`src/rtl/ges_pkg.sv`:
```
package ges_pkg;

	// fixed sheet geometry
	localparam int MAX_CELL_SIZE = 64;
	localparam int GRID_CELLS    = 16;
	localparam int GRID_W        = $clog2(GRID_CELLS);
	localparam int SIZE_W        = 7;
	localparam int COORD_W       = $clog2(MAX_CELL_SIZE);
	localparam int IDX_W         = 8;
	localparam int POS_W         = 10;
	localparam int COLOR_W       = 32;
	localparam int ADV_W         = 6;

	localparam logic [SIZE_W-1:0] SIZE_RESET = SIZE_W'(8);
	localparam logic [SIZE_W-1:0] SIZE_MAX   = SIZE_W'(MAX_CELL_SIZE);
	localparam logic [SIZE_W-1:0] NONE_FOUND = {SIZE_W{1'b1}};
	localparam logic [IDX_W-1:0]  REF_GLYPH  = IDX_W'(65);
	localparam logic [IDX_W-1:0]  LAST_CELL  = IDX_W'(GRID_CELLS * GRID_CELLS - 1);

	// pixel queue between front and back
	localparam int QDEPTH = 4;
	localparam int QPTR_W = $clog2(QDEPTH);
	localparam int QCNT_W = $clog2(QDEPTH + 1);

	typedef enum logic [0:0] {
		REG_CELL_WIDTH  = 1'b0,
		REG_CELL_HEIGHT = 1'b1
	} reg_idx_t;

	typedef struct packed {
		logic [SIZE_W-1:0] width;
		logic [SIZE_W-1:0] height;
	} cfg_t;

	// one classified pixel
	typedef struct packed {
		logic               sheet_start;
		logic               ink;
		logic               cell_end;
		logic [COORD_W-1:0] col;
		logic [COORD_W-1:0] row;
		logic [IDX_W-1:0]   cell_idx;
	} pix_t;

	typedef struct packed {
		logic [ADV_W-1:0]  space_advance;
		logic [SIZE_W-1:0] line_advance;
		logic [SIZE_W-1:0] trimmed_height;
		logic [SIZE_W-1:0] top_trim;
		logic              sheet_done;
		logic [POS_W-1:0]  cell_top_y;
		logic [SIZE_W-1:0] glyph_width;
		logic [POS_W-1:0]  glyph_left;
		logic [IDX_W-1:0]  glyph_code;
	} result_t;

endpackage

```
`src/rtl/glyph_extent_scanner.sv`:
```
// Glyph extent scanner: one result word per glyph cell out, and one pixel word per cycle in
// while the pixel queue is not full. A cell's last pixel goes through the queue to the tracker,
// which loads the result register. The 4-deep queue sits between the classifier and
// the extent tracker, and the result register lets the tracker keep going while a result waits.
// Reset (arst_n low, asynchronous): cell size 8x8, background 0, counters at cell 0,
// queue and result register empty.
module glyph_extent_scanner (
	input  logic                       clk,
	input  logic                       arst_n,
	// pixel stream
	input  logic                       s_axis_tvalid,
	output logic                       s_axis_tready,
	input  logic [31:0]                s_axis_tdata,  // pixel_color
	input  logic                       s_axis_tuser,  // sheet_start
	// result stream
	output logic                       m_axis_tvalid,
	input  logic                       m_axis_tready,
	// glyph_code[7:0] glyph_left[17:8] glyph_width[24:18] cell_top_y[34:25]
	// top_trim[41:35] trimmed_height[48:42] line_advance[55:49] space_advance[61:56], pad
	output logic [63:0]                m_axis_tdata,
	output logic                       m_axis_tlast,  // sheet_done
	// register write port
	input  logic                       cfg_we,
	input  logic [0:0]                 cfg_index,
	input  logic [ges_pkg::SIZE_W-1:0] cfg_wdata
);

	ges_pkg::cfg_t             cfg_q;
	logic [ges_pkg::SIZE_W-1:0] size_clamped;

	logic            q_full, q_nonempty, push, pop;
	ges_pkg::pix_t   wr_entry, head;
	ges_pkg::result_t res;

	// out-of-range sizes: zero reads as one, anything past the maximum as the maximum
	always_comb begin
		if (cfg_wdata == '0)
			size_clamped = ges_pkg::SIZE_W'(1);
		else if (cfg_wdata > ges_pkg::SIZE_MAX)
			size_clamped = ges_pkg::SIZE_MAX;
		else
			size_clamped = cfg_wdata;
	end

	always_ff @(posedge clk or negedge arst_n) begin
		if (!arst_n) begin
			cfg_q.width  <= ges_pkg::SIZE_RESET;
			cfg_q.height <= ges_pkg::SIZE_RESET;
		end else if (cfg_we) begin
			unique case (cfg_index)
				ges_pkg::REG_CELL_WIDTH:  cfg_q.width  <= size_clamped;
				ges_pkg::REG_CELL_HEIGHT: cfg_q.height <= size_clamped;
				default: ;
			endcase
		end
	end

	// front: background capture, pixel/row/cell counting, ink test
	ges_front u_front (
		.clk      (clk),
		.arst_n   (arst_n),
		.cfg      (cfg_q),
		.in_valid (s_axis_tvalid),
		.in_color (s_axis_tdata),
		.in_start (s_axis_tuser),
		.q_full   (q_full),
		.in_ready (s_axis_tready),
		.push     (push),
		.entry    (wr_entry)
	);

	ges_queue u_queue (
		.clk      (clk),
		.arst_n   (arst_n),
		.push     (push),
		.wr_entry (wr_entry),
		.pop      (pop),
		.full     (q_full),
		.nonempty (q_nonempty),
		.head     (head)
	);

	// back: running extents, sheet metrics and the result register
	ges_back u_back (
		.clk        (clk),
		.arst_n     (arst_n),
		.cfg        (cfg_q),
		.q_nonempty (q_nonempty),
		.head       (head),
		.pop        (pop),
		.res_valid  (m_axis_tvalid),
		.res_ready  (m_axis_tready),
		.res        (res)
	);

	assign m_axis_tlast = res.sheet_done;
	assign m_axis_tdata = {2'b00, res.space_advance, res.line_advance, res.trimmed_height,
		res.top_trim, res.cell_top_y, res.glyph_width, res.glyph_left, res.glyph_code};

endmodule

```
`src/rtl/ges_front.sv`:
```
module ges_front (
	input  logic                           clk,
	input  logic                           arst_n,
	input  ges_pkg::cfg_t                  cfg,
	input  logic                           in_valid,
	input  logic [ges_pkg::COLOR_W-1:0]    in_color,
	input  logic                           in_start,
	input  logic                           q_full,
	output logic                           in_ready,
	output logic                           push,
	output ges_pkg::pix_t                  entry
);

	logic [ges_pkg::COLOR_W-1:0] bg_q;
	logic [ges_pkg::COORD_W-1:0] col_q, row_q;
	logic [ges_pkg::IDX_W-1:0]   idx_q;

	logic [ges_pkg::COLOR_W-1:0] bg_e;
	logic [ges_pkg::COORD_W-1:0] col_e, row_e;
	logic [ges_pkg::IDX_W-1:0]   idx_e;
	logic                        row_end, cell_end;

	assign in_ready = !q_full;
	assign push     = in_valid && !q_full;

	always_comb begin
		bg_e  = in_start ? in_color : bg_q;
		col_e = in_start ? '0 : col_q;
		row_e = in_start ? '0 : row_q;
		idx_e = in_start ? '0 : idx_q;
		row_end  = ({1'b0, col_e} + 1'b1) >= cfg.width;
		cell_end = row_end && (({1'b0, row_e} + 1'b1) >= cfg.height);

		entry.sheet_start = in_start;
		entry.ink         = in_color != bg_e;
		entry.cell_end    = cell_end;
		entry.col         = col_e;
		entry.row         = row_e;
		entry.cell_idx    = idx_e;
	end

	always_ff @(posedge clk or negedge arst_n) begin
		if (!arst_n) begin
			bg_q  <= '0;
			col_q <= '0;
			row_q <= '0;
			idx_q <= '0;
		end else if (push) begin
			bg_q <= bg_e;
			if (!row_end) begin
				col_q <= col_e + 1'b1;
				row_q <= row_e;
				idx_q <= idx_e;
			end else if (!cell_end) begin
				col_q <= '0;
				row_q <= row_e + 1'b1;
				idx_q <= idx_e;
			end else begin
				col_q <= '0;
				row_q <= '0;
				idx_q <= idx_e + 1'b1; // wraps to cell 0 after the last cell
			end
		end
	end

endmodule

```
`src/rtl/ges_queue.sv`:
```
module ges_queue (
	input  logic          clk,
	input  logic          arst_n,
	input  logic          push,
	input  ges_pkg::pix_t wr_entry,
	input  logic          pop,
	output logic          full,
	output logic          nonempty,
	output ges_pkg::pix_t head
);

	ges_pkg::pix_t               slot_q [ges_pkg::QDEPTH];
	logic [ges_pkg::QPTR_W-1:0]  wr_ptr_q, rd_ptr_q;
	logic [ges_pkg::QCNT_W-1:0]  cnt_q;

	assign full     = cnt_q == ges_pkg::QCNT_W'(ges_pkg::QDEPTH);
	assign nonempty = cnt_q != '0;
	assign head     = slot_q[rd_ptr_q];

	always_ff @(posedge clk) begin
		if (push)
			slot_q[wr_ptr_q] <= wr_entry;
	end

	always_ff @(posedge clk or negedge arst_n) begin
		if (!arst_n) begin
			wr_ptr_q <= '0;
			rd_ptr_q <= '0;
			cnt_q    <= '0;
		end else begin
			if (push)
				wr_ptr_q <= wr_ptr_q + 1'b1;
			if (pop)
				rd_ptr_q <= rd_ptr_q + 1'b1;
			if (push && !pop)
				cnt_q <= cnt_q + 1'b1;
			else if (pop && !push)
				cnt_q <= cnt_q - 1'b1;
		end
	end

	a_cnt_bound: assert property (@(posedge clk) disable iff (!arst_n)
		cnt_q <= ges_pkg::QCNT_W'(ges_pkg::QDEPTH))
		else $error("queue count beyond depth");
	a_no_underflow: assert property (@(posedge clk) disable iff (!arst_n)
		pop |-> nonempty)
		else $error("pop from empty queue");

endmodule

```
`src/rtl/ges_back.sv`:
```
module ges_back (
	input  logic            clk,
	input  logic            arst_n,
	input  ges_pkg::cfg_t   cfg,
	input  logic            q_nonempty,
	input  ges_pkg::pix_t   head,
	output logic            pop,
	output logic            res_valid,
	input  logic            res_ready,
	output ges_pkg::result_t res
);

	logic [ges_pkg::SIZE_W-1:0] lm_q, rm_q, stm_q, rb_q;
	logic [ges_pkg::SIZE_W-1:0] lm_e, rm_e, stm_e, rb_e;
	logic [ges_pkg::SIZE_W-1:0] lm_n, rm_n, stm_n, rb_n;
	logic [ges_pkg::SIZE_W-1:0] col_x, row_x;
	logic                       out_valid_q;
	ges_pkg::result_t           out_q, res_d;
	logic                       emit, done, found;
	logic [ges_pkg::GRID_W-1:0] ccol, crow;
	logic [ges_pkg::POS_W-1:0]  origin_x;
	logic [ges_pkg::SIZE_W:0]   span_hi;

	assign pop       = q_nonempty && !(head.cell_end && out_valid_q && !res_ready);
	assign emit      = pop && head.cell_end;
	assign res_valid = out_valid_q;
	assign res       = out_q;

	always_comb begin
		col_x = {1'b0, head.col};
		row_x = {1'b0, head.row};
		lm_e  = head.sheet_start ? cfg.width  : lm_q;
		rm_e  = head.sheet_start ? ges_pkg::NONE_FOUND : rm_q;
		stm_e = head.sheet_start ? cfg.height : stm_q;
		rb_e  = head.sheet_start ? cfg.height : rb_q;

		lm_n  = (head.ink && col_x < lm_e) ? col_x : lm_e;
		rm_n  = (head.ink && (rm_e == ges_pkg::NONE_FOUND || col_x > rm_e)) ? col_x : rm_e;
		stm_n = (head.ink && row_x < stm_e) ? row_x : stm_e;
		rb_n  = (head.ink && head.cell_idx == ges_pkg::REF_GLYPH) ? row_x : rb_e;

		done  = head.cell_idx == ges_pkg::LAST_CELL;
		found = rm_n != ges_pkg::NONE_FOUND;
		ccol  = head.cell_idx[ges_pkg::GRID_W-1:0];
		crow  = head.cell_idx[2*ges_pkg::GRID_W-1:ges_pkg::GRID_W];
		origin_x = ges_pkg::POS_W'(ges_pkg::POS_W'(ccol) * ges_pkg::POS_W'(cfg.width));
		span_hi  = {1'b0, rm_n} + 1'b1;

		res_d.glyph_code  = head.cell_idx;
		res_d.glyph_left  = found ? origin_x + ges_pkg::POS_W'(lm_n) : origin_x;
		if (!found)
			res_d.glyph_width = cfg.width;
		else if (span_hi > {1'b0, lm_n})
			res_d.glyph_width = ges_pkg::SIZE_W'(span_hi - {1'b0, lm_n});
		else
			res_d.glyph_width = '0;
		res_d.cell_top_y  =
			ges_pkg::POS_W'(ges_pkg::POS_W'(crow) * ges_pkg::POS_W'(cfg.height));
		res_d.sheet_done  = done;
		res_d.top_trim       = done ? stm_n : '0;
		res_d.trimmed_height = (done && cfg.height > stm_n) ? cfg.height - stm_n : '0;
		res_d.line_advance   = (done && rb_n > stm_n) ? rb_n - stm_n : '0;
		res_d.space_advance  = done ? cfg.width[ges_pkg::SIZE_W-1:1] : '0;
	end

	always_ff @(posedge clk) begin
		if (emit)
			out_q <= res_d;
	end

	always_ff @(posedge clk or negedge arst_n) begin
		if (!arst_n) begin
			lm_q        <= ges_pkg::SIZE_RESET;
			rm_q        <= ges_pkg::NONE_FOUND;
			stm_q       <= ges_pkg::SIZE_RESET;
			rb_q        <= ges_pkg::SIZE_RESET;
			out_valid_q <= 1'b0;
		end else begin
			if (emit)
				out_valid_q <= 1'b1;
			else if (res_ready)
				out_valid_q <= 1'b0;
			if (pop) begin
				if (head.cell_end) begin
					lm_q  <= cfg.width;
					rm_q  <= ges_pkg::NONE_FOUND;
					stm_q <= done ? cfg.height : stm_n;
					rb_q  <= done ? cfg.height : rb_n;
				end else begin
					lm_q  <= lm_n;
					rm_q  <= rm_n;
					stm_q <= stm_n;
					rb_q  <= rb_n;
				end
			end
		end
	end

	a_done_last: assert property (@(posedge clk) disable iff (!arst_n)
		out_valid_q && out_q.sheet_done |-> out_q.glyph_code == ges_pkg::LAST_CELL)
		else $error("sheet end flagged on a cell other than the last");
	a_width_range: assert property (@(posedge clk) disable iff (!arst_n)
		emit && !found |-> res_d.glyph_width != '0)
		else $error("empty cell with zero width");
	a_stall_holds: assert property (@(posedge clk) disable iff (!arst_n)
		out_valid_q && !res_ready |=> out_valid_q)
		else $error("result dropped while stalled");

endmodule

```
`config.mk`:
```
export PLATFORM = sky130hd
export DESIGN_NAME = glyph_extent_scanner
export DESIGN_NICKNAME = d
export VERILOG_FILES = /design/src/rtl/ges_pkg.sv /design/src/rtl/glyph_extent_scanner.sv /design/src/rtl/ges_front.sv /design/src/rtl/ges_queue.sv /design/src/rtl/ges_back.sv
export SDC_FILE = /design/constraint.sdc
export NUM_CORES = 1
export LEC_CHECK = 0
export BUFFER_PORTS_ARGS = -buffer_cell sky130_fd_sc_hd__buf_4
export CORE_ASPECT_RATIO = 2
export CORE_MARGIN = 8
export CORE_UTILIZATION = 60
export DETAILED_ROUTE_END_ITERATION = 10
export PLACE_DENSITY = 0.92
export SLEW_MARGIN = 15
export SYNTH_ARGS = -nofsm -noshare
export SYNTH_HDL_FRONTEND = slang
export SYNTH_SLANG_ARGS = --single-unit
```
`constraint.sdc`:
```
create_clock -name clk -period 7.4 [get_ports clk]
set_input_delay 1.48 -clock clk [delete_from_list [all_inputs] [get_ports clk]]
set_output_delay 1.48 -clock clk [all_outputs]
set_load 0.005 [all_outputs]
```
Word level (Yosys, flattened, before mapping)
Memory sizes are Yosys's and may differ from the RTL's.
Cells that the tools add are included.
{"block": "word_totals", "regBits": 165, "ram_bits": 92, "in_bits": 46, "n_memories": 1}
{"block": "classes", "add_sub_neg": 14, "mul": 2, "magnitude_cmp": 9, "n_eq_ne": 6, "muxes": 34, "bitwise_logic": 1, "n_reduce_logical": 26}
{"memory": "u_queue.slot_q", "words": 4, "word_bits": 23, "rd": 1, "rd_clocked_by_memory_dff": 0, "write_ports": 1, "line": "ges_queue.sv:12", "rtl": "ges_pkg::pix_t slot_q [ges_pkg::QDEPTH];"}
{"op": "2-to-1 mux 7 bit", "n": 18}
{"op": "2-to-1 mux 32 bit", "n": 1}
{"op": "!= test 32 bit", "n": 1}
{"op": "2-to-1 mux 6 bit", "n": 5}
{"op": "2-to-1 mux 8 bit", "n": 3}
{"op": "subtractor 7 bit", "n": 3}
{"op": "multiplier 4 x 7 -> 10 bit", "n": 2}
{"op": "adder 6 x 1 -> 7 bit, second input constant", "n": 2}
{"op": "greater-or-equal comparator 7 bit", "n": 2}
{"op": "> comparator 7 bit", "n": 2}
{"op": "logical AND 1 bit", "n": 14}
{"op": "< comparator 6 x 7 -> 1 bit", "n": 2}
{"op": "adder 6 x 1 -> 6 bit, second input constant", "n": 2}
{"op": "adder 10 x 7 -> 10 bit", "n": 1}
{"op": "2-to-1 mux 10 bit", "n": 1}
{"op": "adder 7 x 1 -> 8 bit, second input constant", "n": 1}
{"op": "adder 8 x 1 -> 8 bit, second input constant", "n": 1}
{"op": "== test 8 x 7 -> 1 bit, second input constant", "n": 1}
{"op": "== test 8 bit, second input constant", "n": 1}
{"op": "> comparator 8 x 7 -> 1 bit", "n": 1}
{"op": "== test 7 bit, second input constant", "n": 1}
{"op": "> comparator 6 x 7 -> 1 bit", "n": 1}
{"op": "> comparator 7 bit, second input constant", "n": 1}
{"op": "zero test 7 bit", "n": 1}
{"op": "other kinds (13)", "n": 24}

Longest topological paths before layout
An unclocked memory read counts as a cell.
{"block": "logic_depth", "ltp_word": 10, "ltp_mapped": 28, "mapped_depth_nobuf": 22}

Hierarchy
Synthesis repeated with hierarchy kept, for this count alone.
{"block": "hier_totals", "cells_unflattened": 1319, "hier_area_um2": 15114.5}
{"module": "ges_back", "n_inst": 1, "cells_per_inst": 786, "area_each_um2": 7499.7, "seq_area_each_um2": 2630.0}
{"module": "ges_queue", "n_inst": 1, "cells_per_inst": 155, "area_each_um2": 3757.4, "seq_area_each_um2": 2937.8}
{"module": "ges_front", "n_inst": 1, "cells_per_inst": 323, "area_each_um2": 3251.9, "seq_area_each_um2": 1301.2}
{"module": "glyph_extent_scanner", "n_inst": 1, "cells_per_inst": 55, "area_each_um2": 605.6, "seq_area_each_um2": 352.8}

Worst setup path before layout
No wires, ideal clock.
{"block": "synth_path", "kind": "register to register", "start": "reg u_queue.rd_ptr_q[0] (netlist name)", "end": "reg u_back.out_q (netlist bit u_back.res[20]) (data pin)", "setup_time_ns": 0.270, "arrival_time_ns": 5.516, "path_slack_ns": 1.614, "path_stages_with_launch": 27, "synth_period_minus_slack_ns": 5.786, "path_cell_list": "dfrtp_1 -> buf_6 -> buf_12 -> mux4_2 -> buf_6 -> buf_2 -> clkbuf_1 -> or2_2 -> ha_1 -> inv_1 -> a21o_1 -> a21oi_1 -> o21ai_0 -> a31oi_2 -> buf_2 -> o21ai_0 -> ha_1 -> o21ai_0 -> a311oi_4 -> buf_2 -> a311oi_1 -> ha_1 -> o21a_1 -> o31a_1 -> o22a_1 -> a21oi_1 -> nor2_1"}
{"element": "start, declared", "line": "ges_queue.sv:13", "rtl": "logic [ges_pkg::QPTR_W-1:0] wr_ptr_q, rd_ptr_q;"}
{"element": "start signal, assigned", "line": "ges_queue.sv:34", "rtl": "rd_ptr_q <= rd_ptr_q + 1'b1;"}
{"element": "end signal, assigned", "line": "ges_back.sv:68", "rtl": "out_q <= res_d;"}
{"element": "end, declared", "line": "ges_back.sv:18", "rtl": "ges_pkg::result_t out_q, res_d;"}

==> impl_metrics.env <==
export IMPL_pin_count=113
export IMPL_end_kind="flop"
export IMPL_syn_inst=1295
export IMPL_setup_viol=0
export IMPL_postPlaceCellArea_um2=15800
export IMPL_max_freq_mhz=162
export IMPL_power_total_w=0.00897
export IMPL_total_leakage_power_nw=6.99
export IMPL_synth_fa_ha_area_share_pct=11.3
export IMPL_pwr_share_clk_pct=14.7
export IMPL_num_vias=10700
export IMPL_slew_viol_final=0
export IMPL_fin_nets=1554
export IMPL_synthTopCellsByArea="edfxtp_1, dfrtp_1, ha_1"
export IMPL_crit_arrival_ps=6440
export IMPL_hold_viol=0
export IMPL_core_area_um2=24300
export IMPL_clock_sinks=257
export IMPL_finClkSkew_ps=22.2
export IMPL_synthMuxAreaShare_pct=8.22
export IMPL_syn_area_um2=14800
export IMPL_rows=81
export IMPL_max_slew_margin_rel_pct=35.9
export IMPL_synth_compound_area_share_pct=10.8
export IMPL_fin_crit_sh_pct=83.5
export IMPL_power_density_nw_per_um2=539
export IMPL_die_w_um=127
export IMPL_routed_via_density=6.32
export IMPL_root_buffer="clkbuf_16"
export IMPL_outcome="finished, final reports clean"
export IMPL_cts_hold_buffers_added=0
export IMPL_grt_max_degree=57
export IMPL_cts_buffer_depth=3
export IMPL_start_util_pct=60.7
export IMPL_worst_slack_ps=1220
export IMPL_globalRoute_totalOverflow=0
export IMPL_post_cts_resized=0
export IMPL_synth_xor_area_share_pct=4.99
export IMPL_path_clk_slew_ps=70
export IMPL_async_reset_ff_share_pct=39.7
export IMPL_cts_tree="done"
export IMPL_switchingPower_w=0.00382
export IMPL_mostFrequentLayoutCells="edfxtp_1, nand2_1, buf_4, nor2_1, ha_1"
export IMPL_ys_flop_type="edfxtp_1"
export IMPL_n_antenna_cell=0
export IMPL_worstPathRequired_ps=7660
export IMPL_die_area_um2=30200
export IMPL_htreeDepth=1
export IMPL_cts_setup_buffers=0
export IMPL_post_place_ws_ps=1300
export IMPL_final_area_um2=16600
export IMPL_tightest_slew_ps=962
export IMPL_ys_types=70
export IMPL_grtUsageTotal_pct=24.2
export IMPL_synthSimpleGateAreaFrac_pct=11.8
export IMPL_clk_latency_ps=540
export IMPL_synth_yosys_warnings=0
export IMPL_synthDominantCellAreaShare_pct=31.5
export IMPL_peakVddDrop_uv=305
export IMPL_hold_ws_ps=502
export IMPL_fin_crit_ps=6180
export IMPL_finalSetupTns_ps=0
export IMPL_p_int_w=0.00514
export IMPL_cap_viol_max_count=0
export IMPL_avgSynthCellArea_um2=11.4
export IMPL_wl_per_cell_um=21.5
export IMPL_crit_type="flop to flop"
export IMPL_drt_iter0_markers=646
export IMPL_cp_max_fo=26
export IMPL_startpoint_type="flop"
export IMPL_seqPwrFrac_pct=27.3
export IMPL_yosysTopAreaCell="edfxtp_1"
export IMPL_route_detailed_drc=0
export IMPL_portBuffers=110
export IMPL_antenna_found_initial=0
export IMPL_grt_pass1_wl_mm=57.7
export IMPL_cts_made_buffers=24
export IMPL_power_frac_comb_pct=58.0
export IMPL_final_common_cell="edfxtp_1"
export IMPL_synth_top_family_by_area="simple AND/OR/NAND/NOR gates"
export IMPL_grt_pass1_vias=11300
export IMPL_gp_congestion=0.937
export IMPL_hpwl_mm=26.2
export IMPL_sw_frac_of_total_pct=42.6
export IMPL_drive_gt1_share_pct=18.8
export IMPL_dr_pass1_iters=5
export IMPL_postRouteAntennaNets=0
export IMPL_wl_mm=36.4
export IMPL_rsz0062_at_grt="false"
export IMPL_synth_edf_count=155
export IMPL_die_y_um=238
export IMPL_yosys_register_bits=257
export IMPL_area_growth_pct=12.7
export IMPL_seq_area_frac_synth_pct=49.0
export IMPL_min_path_type="flop to flop"
## registers in the layout (all words and copies together), names as in the netlist, 7 cells and up
name            flops
u_back.rm_q         7
u_queue.slot_q     92
u_back.stm_q        7
cfg_q              14
u_back.lm_q         7
u_back.res         63
u_front.bg_q       32
u_front.idx_q       8
u_back.rb_q         7
## layout make-up
type,count,area [µm²]
clock buffers,31,732
flip-flops and latches,257,7220
repair buffers,125,938
multi-input cells,905,6960
clock inverters,13,124
well taps,290,363
fillers,1673,7700
inverters,77,289
## per-layer routing
| metal | vias up | part of all wire (%) | global-route usage, % |
|---|---|---|---|
| li1 | 4803 | - | - |
| met1 | 5237 | 33 | 23.8 |
| met2 | 511 | 53 | 43.8 |
| met3 | 177 | 6.0 | 3.66 |
| met4 | 0 | 8.1 | 19.9 |
| met5 | - | 0 | 0 |
## power groups by stage
stage                     combinational (W)  sequential, W  clock, W
after floorplan                     0.00376        0.00243         0
after global placement              0.00488        0.00244         0
after detailed placement            0.00509        0.00247         0
after CTS                           0.00515        0.00245   0.00133
after global routing                0.00570        0.00249   0.00139
final                               0.00520        0.00245   0.00132
## metrics by stage
stage / util, % / cells
after floorplan: - / 1296
after global placement: 64.8 / 1654
after detailed placement: 64.8 / 1654
after CTS: 68.3 / 1698
after global routing: 68.4 / 1698
final: 68.4 / 1698
## cells in the mapped netlist (29+ instances only)
| cell type | n |
|---|---|
| a21oi_1 | 57 |
| and2_1 | 29 |
| clkbuf_1 | 31 |
| dfrtp_1 | 90 |
| edfxtp_1 | 155 |
| ha_1 | 93 |
| inv_1 | 76 |
| mux2_2 | 39 |
| nand2_1 | 128 |
| nor2_1 | 95 |
| nor2b_1 | 29 |
| o21ai_0 | 68 |
| xnor2_1 | 69 |
## critical path, stage by stage, from the launching register on
cell	delay, ps
dfrtp_1	380
buf_4	430
mux4_1	880
ha_1	300
a21o_1	170
a21oi_1	120
o21ai_0	200
a31oi_2	690
nand2_1	90
o21ai_0	140
ha_1	340
o21ai_0	200
a311oi_4	250
buf_4	330
a311oi_1	80
ha_1	350
o21a_1	120
o31a_1	110
o22a_1	180
a21oi_1	420
nor2_1	110
## kinds of logic after synthesis
group,after synthesis
muxes,84
other,1
adders and majority gates,118
buffers and inverters,134
xor gates and xnor gates,84
DFF,257
AOI/OAI and AO/OA,245
and+or+nand+nor,372
## worst paths after layout
check / slack, ps / startpoint / endpoint / depth (start not counted)
setup / recovery: 1220 / u_queue.rd_ptr_q[0]$_DFFE_PN0P_ / u_back.res[21]$_DFFE_PP_ / 20
hold / removal: 500 / u_back.stm_q[5]$_DFFE_PN0P_ / u_back.stm_q[5]$_DFFE_PN0P_ / 1
setup reg to reg: 1220 / u_queue.rd_ptr_q[0]$_DFFE_PN0P_ / u_back.res[21]$_DFFE_PP_ / 20
hold reg to reg: 500 / u_back.stm_q[5]$_DFFE_PN0P_ / u_back.stm_q[5]$_DFFE_PN0P_ / 1
max in group asynchronous: 5230 / arst_n / cfg_q[13]$_DFFE_PN0P_ / 2
min in group asynchronous: 950 / arst_n / u_back.rb_q[2]$_DFFE_PN0P_ / 1
Note: power is estimated with default switching activity, not from simulation.
